==> src/hw/rtl/bdfa_ram.sv <==
// bdfa_ram: single-port-write, single-port-read synchronous memory with a registered read
// no dependencies
`timescale 1ns / 1ps
`default_nettype none

module bdfa_ram #(
   parameter int WIDTH = 8,
   parameter int DEPTH = 2,
   localparam int AW = (DEPTH > 1) ? $clog2(DEPTH) : 1
) (
   input  logic             clock,
   input  logic             wr_en,
   input  logic [AW-1:0]    wr_addr,
   input  logic [WIDTH-1:0] wr_data,
   input  logic             rd_en,
   input  logic [AW-1:0]    rd_addr,
   output logic [WIDTH-1:0] rd_data
);

   logic [WIDTH-1:0] mem_ff [DEPTH];
   logic [WIDTH-1:0] rd_data_ff;

   always_ff @(posedge clock) begin
      if (wr_en) begin
         mem_ff[wr_addr] <= wr_data;
      end
      if (rd_en) begin
         rd_data_ff <= mem_ff[rd_addr];
      end
   end

   assign rd_data = rd_data_ff;

endmodule

`default_nettype wire

==> config.mk <==
export PLATFORM = sky130hd
export DESIGN_NAME = bdfa_ram
export DESIGN_NICKNAME = d
export VERILOG_FILES = /design/src/hw/rtl/bdfa_ram.sv
export SDC_FILE = /design/constraint.sdc
export NUM_CORES = 1
export LEC_CHECK = 0
export BUFFER_PORTS_ARGS = -buffer_cell sky130_fd_sc_hd__buf_2
export CORE_AREA = 2 2 45 47
export CTS_CLUSTER_SIZE = 30
export DETAILED_ROUTE_END_ITERATION = 16
export DIE_AREA = 0 0 47 49
export PLACE_DENSITY_LB_ADDON = 0.25
export SLEW_MARGIN = 15
export SYNTH_ARGS = -nofsm -noshare
export SYNTH_HDL_FRONTEND = slang
export SYNTH_SLANG_ARGS = --single-unit
==> constraint.sdc <==
create_clock -name clock -period 1.4 [get_ports clock]
set_clock_uncertainty 0.15 [all_clocks]
set_input_delay 0.21 -clock clock [delete_from_list [all_inputs] [get_ports clock]]
set_output_delay 0.21 -clock clock [all_outputs]
set_load 0.02 [all_outputs]
==> impl_metrics.env <==
export IMPL_whs_ns=0.0868
export IMPL_fmax_mhz=836
export IMPL_crit_cells=1
export IMPL_num_io_pins=21
export IMPL_drt_initial_drc_count=4
export IMPL_syn2layout_area_growth_pct=30.4
export IMPL_synth_seq_cells=24
export IMPL_synth_top_area_share_pct=83.4
export IMPL_ir_worst_vdd_mv=0.766
export IMPL_yosysUniqueCellTypes=5
export IMPL_grt_use_total_pct=9.45
export IMPL_grt_pass1_vias=396
export IMPL_grt_setup_unrepaired="false"
export IMPL_setup_worst_path_end_class="output pin"
export IMPL_crit_type="reg2out"
export IMPL_synth_edf_count=24
export IMPL_min_path_cells=1
export IMPL_hold_buffers=8
export IMPL_gp_congestion=0.615
export IMPL_cts_root_buffer="clkbuf_4"
export IMPL_fin_crit_sh_pct=85.5
export IMPL_cts_resized_gates=0
export IMPL_async_flop_share_pct=0
export IMPL_worst_pin_slew_ns=0.348
export IMPL_grt_max_degree=15
export IMPL_net_switching_power_uw=263
export IMPL_fin_nets=81
export IMPL_cts_setup_buffers=0
export IMPL_setup_tns_ns=0
export IMPL_cts_buffers=3
export IMPL_num_rows=16
export IMPL_crit_path_max_incr_delay_ns=0.38
export IMPL_dieArea_mm2=0.00230
export IMPL_antenna_cells=0
export IMPL_crit_family="flip-flops"
export IMPL_r2r_cells=1
export IMPL_syn_avg_cell_area_um2=24.7
export IMPL_cp_num_buf_inv=1
export IMPL_initial_core_util_pct=46.9
export IMPL_relSlewSlack_pct=76.8
export IMPL_vias=404
export IMPL_wirelength_mm=1.06
export IMPL_ys_warn_count=0
export IMPL_worstPathMaxFanout=1
export IMPL_die_h_um=49
export IMPL_pwr_share_comb_pct=8.9
export IMPL_dieWidth_um=47
export IMPL_leakagePower_uw=0.000444
export IMPL_port_buffers=20
export IMPL_power_share_sequential_pct=58.4
export IMPL_min_period_ns=1.20
export IMPL_setup_viol_count_final=0
export IMPL_slowest_stage="edfxtp_1"
export IMPL_vias_per_cell=4.30
export IMPL_syn_nets=48
export IMPL_hold_viol=0
export IMPL_ctsHtreeMaxLevel=1
export IMPL_ant_nets=0
export IMPL_cap_violations=0
export IMPL_yosys_top_cells_count="edfxtp_1 (24), mux2_4 (8), and2_1 (1), buf_6 (1), nor2b_1 (1)"
export IMPL_sw_frac_of_total_pct=17.9
export IMPL_drc=0
export IMPL_start_kind="flip-flop"
export IMPL_maxSlewViolCount=0
export IMPL_coreArea_mm2=0.00184
export IMPL_status="complete, no violations"
export IMPL_antenna_found_initial=0
export IMPL_pwr_share_clk_pct=32.7
export IMPL_p_int_uw=1210
export IMPL_grt_overflow=0
export IMPL_p_per_area_mw_per_mm2=1300
export IMPL_syn_cell_area_um2=865
export IMPL_cts_tree="yes"
export IMPL_clk_insertion_delay_late_ns=0.30
export IMPL_required_ns=1.04
export IMPL_syn_inst=35
export IMPL_wl_per_cell_um=11.3
export IMPL_path_cells="buf_2"
export IMPL_synth_area_top_cells="edfxtp_1 (83%), mux2_4 (14%), buf_6 (1.3%), and2_1 (0.72%), nor2b_1 (0.72%)"
export IMPL_synth_seq_area_share_pct=83.4
export IMPL_cts_clk_slew_worst_paths_ns=0.12
export IMPL_drive_gt1_share_pct=49.3
export IMPL_hold_class="in2reg"
export IMPL_r2r_start="mem_ff[0][1]$_DFFE_PP_"
export IMPL_cts_max_path_buffers=2
export IMPL_worstHoldStart="rd_en"
export IMPL_grt_pass1_wl_mm=1.55
export IMPL_yosysMostFrequentCell="edfxtp_1"
export IMPL_firstDrtPassIters=3
export IMPL_cts_num_sinks=24
export IMPL_critPathLaunch="rd_data[0]$_DFFE_PP_"
export IMPL_synthFlopType="edfxtp_1"
export IMPL_cp_arrival_ns=0.84
export IMPL_yosysTopAreaCell="edfxtp_1"
metrics by stage:
stage	total power [µW]	util [%]	cells	area (µm²)	worst slack, ns
after floorplan	947	-	35	865	0.247
after global placement	988	54.0	82	995	0.220
after detailed placement	992	54.0	82	995	0.204
after CTS	1480	61.2	94	1130	0.185
after global routing	1520	61.2	94	1130	0.141
final	1470	61.2	94	1130	0.204
power groups by stage:
stage | Combinational [µW] | Sequential (µW) | Clock (µW)
2_1_floorplan | 49.1 | 898 | 0
3_3_place_gp | 113 | 875 | 0
3_5_place_dp | 116 | 876 | 0
4_1_cts | 133 | 860 | 492
5_1_grt | 141 | 864 | 513
6_report | 131 | 859 | 481
area by class of cell:
cell class	instances	area (µm²)
clock buffers	3	22.5
multi-input cells	10	133
fillers	150	714
clock inverters	1	30.0
well taps	27	33.8
flip-flops and latches	24	721
repair buffers	29	188
registers in the layout (all words and copies together) (netlist names):
name and cells:
rd_data 8, mem_ff 16
cells in the final DEF, fill, tap and decap left out, drive strengths merged:
| cell | count |
|---|---|
| and2 | 1 |
| buf | 21 |
| nor2b | 1 |
| bufinv | 1 |
| dlygate4sd3 | 8 |
| clkbuf | 3 |
| mux2 | 8 |
| edfxtp | 24 |
logic make-up after synthesis:
kind of cell | count (synthesis) | synth area share [%]
muxes | 8 | 13.9
and+or+nand+nor | 2 | 1.45
DFF | 24 | 83.4
buffers and inverters | 1 | 1.30
path summary, 6_finish.rpt:
kind                          endpoint  slack (ns)
setup reg to reg  rd_data[1]$_DFFE_PP_        0.35
hold / removal    rd_data[7]$_DFFE_PP_        0.09
setup / recovery            rd_data[0]        0.20
hold reg to reg   rd_data[7]$_DFFE_PP_        0.41
per-layer routing:
layer	vias up	GRT usage [%]	wire [µm]
met4	0	2.78	0
li1	202	-	-
met2	16	17.6	567
met1	186	9.87	435
met5	-	0	0
met3	0	2.22	57
(Power assumes the default switching activity.)
